## src/rtl/core/life_automaton_torus_step_top_macros.svh

```systemverilog
// Assertion macros for the life automaton block.
// Included by the modules that carry concurrent checks; needs clock and reset in scope.
`ifndef LIFE_AUTOMATON_TORUS_STEP_TOP_MACROS_SVH
`define LIFE_AUTOMATON_TORUS_STEP_TOP_MACROS_SVH

// same-cycle implication
`define LIFETS_CHECK(label, ante, cons, msg) \
   label: assert property (@(posedge clock) disable iff (reset) (ante) |-> (cons)) \
      else $error(msg);

// next-cycle implication
`define LIFETS_CHECK_NEXT(label, ante, cons, msg) \
   label: assert property (@(posedge clock) disable iff (reset) (ante) |=> (cons)) \
      else $error(msg);

`endif

```

## src/rtl/core/lifets_pkg.sv

```systemverilog
// Shared types, constants and the generation rule for the life automaton block.
// No dependencies.
package lifets_pkg;

   localparam int GRID_WIDTH  = 32;
   localparam int GRID_HEIGHT = 32;

   localparam int COL_W = $clog2(GRID_WIDTH);
   localparam int ROW_W = $clog2(GRID_HEIGHT);
   localparam int CNT_W = $clog2(GRID_HEIGHT + 3);

   localparam int BIRTH_COUNT   = 3;
   localparam int SURVIVE_COUNT = 2;

   localparam int Q_DEPTH = 2;
   localparam int Q_PTR_W = $clog2(Q_DEPTH);
   localparam int Q_CNT_W = $clog2(Q_DEPTH + 1);

   localparam logic [1:0] CMD_TOGGLE  = 2'd0;
   localparam logic [1:0] CMD_ADVANCE = 2'd1;

   typedef enum logic [1:0] {
      OP_TOGGLE,
      OP_ADVANCE,
      OP_READ
   } op_type;

   typedef struct packed {
      op_type           op;
      logic             in_grid;
      logic [COL_W-1:0] col;
      logic [ROW_W-1:0] row;
   } cmd_type;

   function automatic logic [GRID_WIDTH-1:0] lifets_next_row(
      input logic [GRID_WIDTH-1:0] above,
      input logic [GRID_WIDTH-1:0] mid,
      input logic [GRID_WIDTH-1:0] below
   );
      logic [GRID_WIDTH-1:0] result;
      logic [3:0]            n;
      int                    cl;
      int                    cr;
      result = '0;
      for (int c = 0; c < GRID_WIDTH; c++) begin
         cl = (c == 0) ? GRID_WIDTH - 1 : c - 1;
         cr = (c == GRID_WIDTH - 1) ? 0 : c + 1;
         n = {3'b0, above[cl]} + {3'b0, above[c]} + {3'b0, above[cr]}
           + {3'b0, mid[cl]}   + {3'b0, mid[cr]}
           + {3'b0, below[cl]} + {3'b0, below[c]} + {3'b0, below[cr]};
         result[c] = (n == 4'(BIRTH_COUNT))
                   || (mid[c] && (n == 4'(SURVIVE_COUNT)));
      end
      return result;
   endfunction

endpackage

```

## src/rtl/core/lifets_ram.sv

```systemverilog
// Generic single-write, single-read RAM with registered read data.
// No dependencies.
module lifets_ram #(
   parameter int WIDTH = 32,
   parameter int DEPTH = 32
) (
   input  logic                     clock,
   input  logic                     we,
   input  logic [$clog2(DEPTH)-1:0] waddr,
   input  logic [WIDTH-1:0]         wdata,
   input  logic                     re,
   input  logic [$clog2(DEPTH)-1:0] raddr,
   output logic [WIDTH-1:0]         rdata
);

   logic [WIDTH-1:0] mem_ff [DEPTH];
   logic [WIDTH-1:0] rdata_ff;

   always_ff @(posedge clock) begin
      if (we) begin
         mem_ff[waddr] <= wdata;
      end
      if (re) begin
         rdata_ff <= mem_ff[raddr];
      end
   end

   assign rdata = rdata_ff;

endmodule

```

## src/rtl/core/lifets_front.sv

```systemverilog
// Front end: takes request beats, decodes the command and range-checks the address,
// and holds decoded commands in a short queue for the back end. Uses lifets_pkg.
module lifets_front import lifets_pkg::*; (
   input  logic       clock,
   input  logic       reset,
   input  logic       req_valid,
   output logic       req_stall,
   input  logic [1:0] req_command,
   input  logic [4:0] req_col,
   input  logic [4:0] req_row,
   output logic       q_valid,
   output cmd_type    q_cmd,
   input  logic       q_pop
);

   cmd_type              q_ff [Q_DEPTH];
   logic [Q_PTR_W-1:0]   wr_ptr_ff, wr_ptr_in;
   logic [Q_PTR_W-1:0]   rd_ptr_ff, rd_ptr_in;
   logic [Q_CNT_W-1:0]   count_ff, count_in;
   cmd_type              dec;
   logic                 push;
   logic                 pop;

   always_comb begin
      unique case (req_command)
         CMD_TOGGLE:  dec.op = OP_TOGGLE;
         CMD_ADVANCE: dec.op = OP_ADVANCE;
         default:     dec.op = OP_READ;
      endcase
      dec.in_grid = (int'(req_col) < GRID_WIDTH) && (int'(req_row) < GRID_HEIGHT);
      dec.col     = COL_W'(req_col);
      dec.row     = ROW_W'(req_row);
   end

   assign req_stall = (count_ff == Q_CNT_W'(Q_DEPTH));
   assign push      = req_valid && !req_stall;
   assign q_valid   = (count_ff != '0);
   assign pop       = q_pop && q_valid;
   assign q_cmd     = q_ff[rd_ptr_ff];

   always_comb begin
      wr_ptr_in = wr_ptr_ff;
      rd_ptr_in = rd_ptr_ff;
      count_in  = count_ff;
      if (push) begin
         wr_ptr_in = (wr_ptr_ff == Q_PTR_W'(Q_DEPTH - 1)) ? '0 : wr_ptr_ff + 1'b1;
      end
      if (pop) begin
         rd_ptr_in = (rd_ptr_ff == Q_PTR_W'(Q_DEPTH - 1)) ? '0 : rd_ptr_ff + 1'b1;
      end
      if (push && !pop) begin
         count_in = count_ff + 1'b1;
      end else if (pop && !push) begin
         count_in = count_ff - 1'b1;
      end
   end

   always_ff @(posedge clock) begin
      if (reset) begin
         wr_ptr_ff <= '0;
         rd_ptr_ff <= '0;
         count_ff  <= '0;
      end else begin
         wr_ptr_ff <= wr_ptr_in;
         rd_ptr_ff <= rd_ptr_in;
         count_ff  <= count_in;
      end
      if (push) begin
         q_ff[wr_ptr_ff] <= dec;
      end
   end

endmodule

```

## src/rtl/core/lifets_back.sv

```systemverilog
// Back end: executes toggle, read and generation commands against the grid RAM,
// sweeping rows through a three-row window, and drives the response beat.
// Uses lifets_pkg, lifets_ram and the assertion macros.
`include "life_automaton_torus_step_top_macros.svh"

module lifets_back import lifets_pkg::*; (
   input  logic    clock,
   input  logic    reset,
   input  logic    q_valid,
   input  cmd_type q_cmd,
   output logic    q_pop,
   output logic    rsp_valid,
   input  logic    rsp_stall,
   output logic    rsp_alive
);

   typedef enum logic [2:0] {
      S_IDLE,
      S_ADV,
      S_ISSUE,
      S_WAIT,
      S_DONE
   } state_type;

   state_type              state_ff, state_in;
   logic [CNT_W-1:0]       cnt_ff, cnt_in;
   cmd_type                cmd_ff, cmd_in;
   logic [GRID_WIDTH-1:0]  above_ff, above_in;
   logic [GRID_WIDTH-1:0]  mid_ff, mid_in;
   logic [GRID_WIDTH-1:0]  first_ff, first_in;
   logic [GRID_HEIGHT-1:0] row_vld_ff, row_vld_in;
   logic                   rd_vld_ff, rd_vld_in;
   logic                   res_ff, res_in;
   logic                   rsp_valid_ff, rsp_valid_in;
   logic                   rsp_alive_ff, rsp_alive_in;

   logic                   ram_we;
   logic [ROW_W-1:0]       ram_waddr;
   logic [GRID_WIDTH-1:0]  ram_wdata;
   logic                   ram_re;
   logic [ROW_W-1:0]       ram_raddr;
   logic [GRID_WIDTH-1:0]  ram_rdata;

   logic [GRID_WIDTH-1:0]  rd_row;
   logic [GRID_WIDTH-1:0]  below;
   logic [GRID_WIDTH-1:0]  new_row;
   logic [GRID_WIDTH-1:0]  tog_row;
   logic [GRID_WIDTH-1:0]  final_row;
   logic                   last_step;
   logic                   out_free;

   lifets_ram #(
      .WIDTH (GRID_WIDTH),
      .DEPTH (GRID_HEIGHT)
   ) u_ram (
      .clock (clock),
      .we    (ram_we),
      .waddr (ram_waddr),
      .wdata (ram_wdata),
      .re    (ram_re),
      .raddr (ram_raddr),
      .rdata (ram_rdata)
   );

   // rows never written since reset read as dead
   assign rd_row    = rd_vld_ff ? ram_rdata : '0;
   assign last_step = (cnt_ff == CNT_W'(GRID_HEIGHT + 2));
   assign below     = last_step ? first_ff : rd_row;
   assign new_row   = lifets_next_row(above_ff, mid_ff, below);
   assign tog_row   = rd_row ^ (GRID_WIDTH'(1) << cmd_ff.col);
   assign final_row = ram_we ? tog_row : rd_row;
   assign out_free  = !rsp_valid_ff || !rsp_stall;
   assign q_pop     = (state_ff == S_IDLE) && q_valid;

   always_comb begin
      ram_re    = 1'b0;
      ram_raddr = '0;
      ram_we    = 1'b0;
      ram_waddr = '0;
      ram_wdata = '0;
      unique case (state_ff)
         S_IDLE: begin
            ram_re    = q_valid && (q_cmd.op != OP_ADVANCE);
            ram_raddr = q_cmd.row;
         end
         S_ADV: begin
            ram_re    = (cnt_ff <= CNT_W'(GRID_HEIGHT));
            ram_raddr = (cnt_ff == '0) ? ROW_W'(GRID_HEIGHT - 1) : ROW_W'(cnt_ff - 1'b1);
            ram_we    = (cnt_ff >= CNT_W'(3));
            ram_waddr = ROW_W'(cnt_ff - CNT_W'(3));
            ram_wdata = new_row;
         end
         S_ISSUE: begin
            ram_re    = 1'b1;
            ram_raddr = cmd_ff.row;
         end
         S_WAIT: begin
            ram_we    = (cmd_ff.op == OP_TOGGLE) && cmd_ff.in_grid;
            ram_waddr = cmd_ff.row;
            ram_wdata = tog_row;
         end
         default: begin
         end
      endcase
   end

   always_comb begin
      state_in     = state_ff;
      cnt_in       = cnt_ff;
      cmd_in       = cmd_ff;
      above_in     = above_ff;
      mid_in       = mid_ff;
      first_in     = first_ff;
      row_vld_in   = row_vld_ff;
      rd_vld_in    = rd_vld_ff;
      res_in       = res_ff;
      rsp_valid_in = rsp_valid_ff && rsp_stall;
      rsp_alive_in = rsp_alive_ff;

      if (ram_re) begin
         rd_vld_in = row_vld_ff[ram_raddr];
      end
      if (ram_we) begin
         row_vld_in[ram_waddr] = 1'b1;
      end

      unique case (state_ff)
         S_IDLE: begin
            if (q_valid) begin
               cmd_in   = q_cmd;
               cnt_in   = '0;
               state_in = (q_cmd.op == OP_ADVANCE) ? S_ADV : S_WAIT;
            end
         end
         S_ADV: begin
            cnt_in = cnt_ff + 1'b1;
            if (cnt_ff == CNT_W'(1)) begin
               above_in = rd_row;
            end else if (cnt_ff == CNT_W'(2)) begin
               mid_in   = rd_row;
               first_in = rd_row;
            end else if (cnt_ff >= CNT_W'(3)) begin
               above_in = mid_ff;
               mid_in   = rd_row;
            end
            if (last_step) begin
               state_in = S_ISSUE;
            end
         end
         S_ISSUE: begin
            state_in = S_WAIT;
         end
         S_WAIT: begin
            res_in   = cmd_ff.in_grid && final_row[cmd_ff.col];
            state_in = S_DONE;
         end
         S_DONE: begin
            if (out_free) begin
               rsp_valid_in = 1'b1;
               rsp_alive_in = res_ff;
               state_in     = S_IDLE;
            end
         end
         default: begin
            state_in = S_IDLE;
         end
      endcase
   end

   always_ff @(posedge clock) begin
      if (reset) begin
         state_ff     <= S_IDLE;
         cnt_ff       <= '0;
         row_vld_ff   <= '0;
         rd_vld_ff    <= 1'b0;
         rsp_valid_ff <= 1'b0;
      end else begin
         state_ff     <= state_in;
         cnt_ff       <= cnt_in;
         row_vld_ff   <= row_vld_in;
         rd_vld_ff    <= rd_vld_in;
         rsp_valid_ff <= rsp_valid_in;
      end
      cmd_ff       <= cmd_in;
      above_ff     <= above_in;
      mid_ff       <= mid_in;
      first_ff     <= first_in;
      res_ff       <= res_in;
      rsp_alive_ff <= rsp_alive_in;
   end

   assign rsp_valid = rsp_valid_ff;
   assign rsp_alive = rsp_alive_ff;

   `LIFETS_CHECK(a_no_rw_clash, ram_we && ram_re, ram_waddr != ram_raddr, "row clash")
   `LIFETS_CHECK(a_rows_valid_after_step, state_ff == S_ISSUE, &row_vld_ff, "unwritten row")
   `LIFETS_CHECK(a_out_dead, state_ff == S_WAIT && !cmd_ff.in_grid, !res_in, "live outside")

endmodule

```

## src/rtl/core/life_automaton_torus_step_top.sv

```systemverilog
// Top level of the toroidal B3/S23 life automaton: front end, command queue and back end.
// Uses lifets_pkg, lifets_front and lifets_back.
//
//   beat      ports                                     direction
//   request   req_valid req_stall req_command/col/row   in
//   response  rsp_valid rsp_stall rsp_alive             out
//
// Toggle and read go from queue head to response beat through RAM read, write-back
// and output register.
// A generation sweeps the grid one row per cycle through the RAM read port.
// Reset is synchronous; per-row valid bits make the grid read as all dead at once.
// The two-entry queue takes request beats while the back end works or the response stalls.
module life_automaton_torus_step_top import lifets_pkg::*; (
   input  logic       clock,
   input  logic       reset,
   input  logic       req_valid,
   output logic       req_stall,
   input  logic [1:0] req_command,
   input  logic [4:0] req_col,
   input  logic [4:0] req_row,
   output logic       rsp_valid,
   input  logic       rsp_stall,
   output logic       rsp_alive
);

   logic    q_valid;
   cmd_type q_cmd;
   logic    q_pop;

   lifets_front u_front (
      .clock       (clock),
      .reset       (reset),
      .req_valid   (req_valid),
      .req_stall   (req_stall),
      .req_command (req_command),
      .req_col     (req_col),
      .req_row     (req_row),
      .q_valid     (q_valid),
      .q_cmd       (q_cmd),
      .q_pop       (q_pop)
   );

   lifets_back u_back (
      .clock     (clock),
      .reset     (reset),
      .q_valid   (q_valid),
      .q_cmd     (q_cmd),
      .q_pop     (q_pop),
      .rsp_valid (rsp_valid),
      .rsp_stall (rsp_stall),
      .rsp_alive (rsp_alive)
   );

endmodule

```

## config.mk

```make
export PLATFORM = sky130hd
export DESIGN_NAME = life_automaton_torus_step_top
export DESIGN_NICKNAME = d
export VERILOG_FILES = /design/src/rtl/core/lifets_pkg.sv /design/src/rtl/core/lifets_ram.sv /design/src/rtl/core/lifets_front.sv /design/src/rtl/core/lifets_back.sv /design/src/rtl/core/life_automaton_torus_step_top.sv
export VERILOG_INCLUDE_DIRS = /design/src /design/src/rtl/core
export SDC_FILE = /design/constraint.sdc
export NUM_CORES = 2
export LEC_CHECK = 0
export BUFFER_PORTS_ARGS = -buffer_cell sky130_fd_sc_hd__buf_4
export CORE_MARGIN = 2
export CORE_UTILIZATION = 60
export DETAILED_ROUTE_END_ITERATION = 16
export GPL_TIMING_DRIVEN = 0
export PLACE_DENSITY = 0.76
export SLEW_MARGIN = 20
export SYNTH_ARGS = -nofsm -noshare
export SYNTH_HDL_FRONTEND = slang
export SYNTH_SLANG_ARGS = --single-unit
```

## constraint.sdc

```tcl
create_clock -name clock -period 15.5 [get_ports clock]
set_input_delay 2.325 -clock clock [delete_from_list [all_inputs] [get_ports clock]]
set_output_delay 2.325 -clock clock [all_outputs]
set_load 0.03 [all_outputs]
```

==> metrics.txt <==
fmax 0.147 GHz; total track usage 27.7%; row count 112; placed cell count 4935; Crit. End Element flop; final net count 4046; post-cts resize count 0; outcome finished clean; Worst Path Required 15850 ps; post-route clock period utilization 44.0%; ratio of cells with drive above 1 in the final layout 14.6%; drt via density 6.05; number of remaining DRC errors 0; Post-CTS Setup Inserts 0; # IOs 19; warnings from Yosys 0; first-pass GRT wire length 195 mm; skew final 30.7 ps; WHS Endpoint u_back.row_vld_ff[25]$_SDFFE_PP0P_; r2r worst-path depth 18; compound-gate portion of the synthesized area 3.56%; hold bufs inserted after CTS 0; filler cell count 6012; CTS tree done; mapped cell area 56300 µm²; drt first pass iters 6; Final min period 6820 ps; Routability Congestion 0.960; largest net degree at the start of global routing 33; sequential area share after synthesis 65.2%; Max-Cap Viols 0; Buf+Inv Stages, Crit Path 5; Seq pwr share 30.7%; internal power 8.62 mW; H-Tree Depth 3; Initial Utilization 60.4%; routed len/inst 25.6 µm; fin. max-slew vios 0; Reg-to-Reg Start u_back.cnt_ff[2]$_SDFFE_PP0P_; Post-Synth XOR/XNOR Area 1.12%; ys flop type edfxtp_1; cell family with most CP delay buffers and inverters; EDFF count, synth 1190; crit path DAT 7170 ps; Hold Path Class reg -> reg; vias in the first global route 31200; Setup-failing EPs final 0; Hold Vio Cnt, Final 0; Synthesized Nets 3845; VDD IR max 0.000177 V; headroom to the max-slew limit 25.7%; initial antenna violation count 6; post-synthesis mux area share 15.3%; power share of the clock group 19.5%; Sink Count 1238; worst flop-to-flop path endpoint u_back.u_ram.mem_ff[3][10]$_DFFE_PP_; P_sw 5.50 mW; Cell variety after synth 68; Buffers on Ports 18; Die ar. 96300 µm²; Clock Latency Late Sink 710 ps; HPWL Detailed 93.7 mm; gr ovfl total 0; crit path cell chain buf_2 -> nor3_1 -> and3_1 -> buf_2 -> buf_1 -> clkbuf_1 -> nor2_1 -> a21oi_1 -> fa_1 -> fa_1 -> inv_1 -> ha_1 -> nor2b_1 -> nor2_1 -> fa_1 -> nor2_1 -> o21ai_0 -> o22ai_4; synthesized flop and latch total 1238; async set or reset register ratio after synthesis 0%; CTS root buf clkbuf_16; startpoint types flop; crit-path max FO 32; adder-cell share of the synthesized area 6.43%; Layout Cells excl Fill 5151; clock-pin slew on the worst setup and hold paths 60 ps; Post-Syn Instances 3599; combinational family with the most area after synthesis multiplexers; area grow syn2layout 13.3%; HP Start u_back.row_vld_ff[25]$_SDFFE_PP0P_; unrepaired setup endpoints after global routing no; CTS buffer count 117; CP Class reg -> reg; Reg2Reg Setup Slack 8680 ps; Worst-Margin Slew 1100 ps; drt initial violations 3146; Leak 23.5 nW; Longest Clk Path Bufs 3; CP Depth 18; Die Width 310 µm; switching part of the total 39.0%; WL final 132 mm; Simple-Gate Fraction of Synth Area 4.81%; slowest stage delay, CP 740 ps; Setup TNS 0 ps; Hold Crit Depth 2; CP max-delay cell buf_1; power per cell area 221 nW/µm²; via count 31200; die height 310 µm; Core Box Area 93200 µm²; total chip power 14.1 mW; synthesized area per cell 15.6 µm²; logic gate share of total power 49.8%; remaining antenna violation count 0
## cell type report
cell class                      count  area, µm²  area share [%]
Antenna cell                        2       5.00         0.00784
Buffer                            156        970            1.52
Clock inverter                     69        542           0.849
Sequential cell                  1238      36700            57.5
Tap cell                         1254       1570            2.46
Clock buffer                      145       3130            4.90
Timing Repair Buffer               82       1550            2.43
Multi-Input combinational cell   1920      18300            28.6
Inverter                          285       1070            1.68
## placed cells by master, fill, tap and decap left out, drive strengths merged, types with 4 or more instances in the layout
cell	count
a2111oi	5
a211oi	6
a21o	14
a21oi	87
a31oi	9
and2	8
and3	8
buf	182
bufinv	7
clkbuf	201
clkinv	55
clkinvlp	4
dfxtp	48
edfxtp	1190
fa	99
ha	131
inv	288
mux2	37
mux2i	660
mux4	71
nand2	153
nand2b	12
nand3	19
nand3b	4
nor2	145
nor2b	88
nor3	23
nor3b	7
nor4	37
o211ai	10
o21a	9
o21ai	78
o22ai	87
o32ai	4
xnor2	54
xor2	18
## layer usage
metal | vias to the layer above | wire length (µm) | track usage [%]
met5 | - | 0 | 0
met4 | 0 | 4760 | 10.1
met3 | 228 | 10000 | 3.75
met2 | 1341 | 62900 | 45.1
met1 | 15800 | 54000 | 38.7
li1 | 13900 | - | -
## sequential cells by signal, summed over array words and instances (netlist names), named ones only
| name | count |
|---|---|
| u_back.cnt_ff | 6 |
| u_front.wr_ptr_ff | 1 |
| u_front.rd_ptr_ff | 1 |
| u_back.row_vld_ff | 32 |
| u_back.above_ff | 32 |
| u_front.q_ff | 24 |
| u_front.count_ff | 2 |
| u_back.rsp_valid | 1 |
| u_back.u_ram.rdata | 32 |
| u_back.res_ff | 1 |
| u_back.state_ff | 3 |
| u_back.mid_ff | 32 |
| u_back.rsp_alive | 1 |
| u_back.first_ff | 32 |
| u_back.rd_vld_ff | 1 |
| u_back.u_ram.mem_ff | 1024 |
| u_back.cmd_ff | 12 |
## tightest hold or removal path, delay by kind of cell (launching register included)
family | cells | cell delay [ps]
and+or+nand+nor | 1 | 70
AOI/OAI and AO/OA | 1 | 40
DFF | 1 | 330
## cells in the mapped netlist (40+ instances only)
cell type | n | share of area (%)
a21oi_1 | 87 | 0.77
buf_4 | 40 | 0.53
clkbuf_1 | 55 | 0.37
dfxtp_1 | 48 | 1.7
edfxtp_1 | 1190 | 63
fa_1 | 99 | 3.5
ha_1 | 131 | 2.9
inv_1 | 285 | 1.9
mux2i_1 | 660 | 12
mux4_2 | 71 | 2.8
nand2_1 | 153 | 1.0
nor2_1 | 145 | 0.97
nor2b_1 | 88 | 0.98
o21ai_0 | 73 | 0.65
o22ai_1 | 87 | 0.97
xnor2_1 | 54 | 0.84
## stage by stage
| step | area, µm² | utilization (%) | worst slack [ps] | hold WS (ps) |
|---|---|---|---|---|
| floorplan | 56300 | - | 9350 | 400 |
| global placement | 58000 | 62.3 | 6380 | 443 |
| global route | 63800 | 68.5 | 8490 | 492 |
| detailed placement | 60100 | 64.5 | 8510 | 455 |
| finish | 63800 | 68.5 | 8680 | 467 |
| CTS | 63800 | 68.5 | 8440 | 470 |
## power groups by stage
| stage | Clock (mW) | Sequential (mW) | Combinational, mW |
|---|---|---|---|
| after detailed placement | 0 | 4.40 | 6.94 |
| final | 2.75 | 4.34 | 7.03 |
| after global placement | 0 | 4.46 | 6.44 |
| after global routing | 2.91 | 4.34 | 7.44 |
| after floorplan | 0 | 4.39 | 4.57 |
| after CTS | 2.77 | 4.33 | 6.99 |
## cell families (layout without fill, tap and decap cells)
kind of cell	count (synthesis)	count (layout)
flip-flops	1238	1238
multiplexers	768	768
AND/OR/NAND/NOR	520	520
buffers and inverters	441	737
AO/OA/AOI/OAI	330	330
adder cells (fa/ha/maj)	230	230
XOR/XNOR	72	72
other	0	2
## how the worst max path moves through the flow
| stage | startpoint | to | slack (ps) |
|---|---|---|---|
| floorplan | u_back.cnt_ff[0]$_SDFFE_PP0P_ | u_back.u_ram.mem_ff[0][17]$_DFFE_PP_ | 9350 |
| global placement | u_back.cnt_ff[4]$_SDFFE_PP0P_ | u_back.u_ram.mem_ff[0][26]$_DFFE_PP_ | 6380 |
| detailed placement | u_back.cnt_ff[2]$_SDFFE_PP0P_ | u_back.u_ram.mem_ff[12][25]$_DFFE_PP_ | 8510 |
| CTS | u_back.cnt_ff[2]$_SDFFE_PP0P_ | u_back.u_ram.mem_ff[14][25]$_DFFE_PP_ | 8440 |
| global route | u_back.cnt_ff[4]$_SDFFE_PP0P_ | u_back.u_ram.mem_ff[8][10]$_DFFE_PP_ | 8490 |
| finish | u_back.cnt_ff[2]$_SDFFE_PP0P_ | u_back.u_ram.mem_ff[3][10]$_DFFE_PP_ | 8680 |
(Power assumes the default switching activity.)
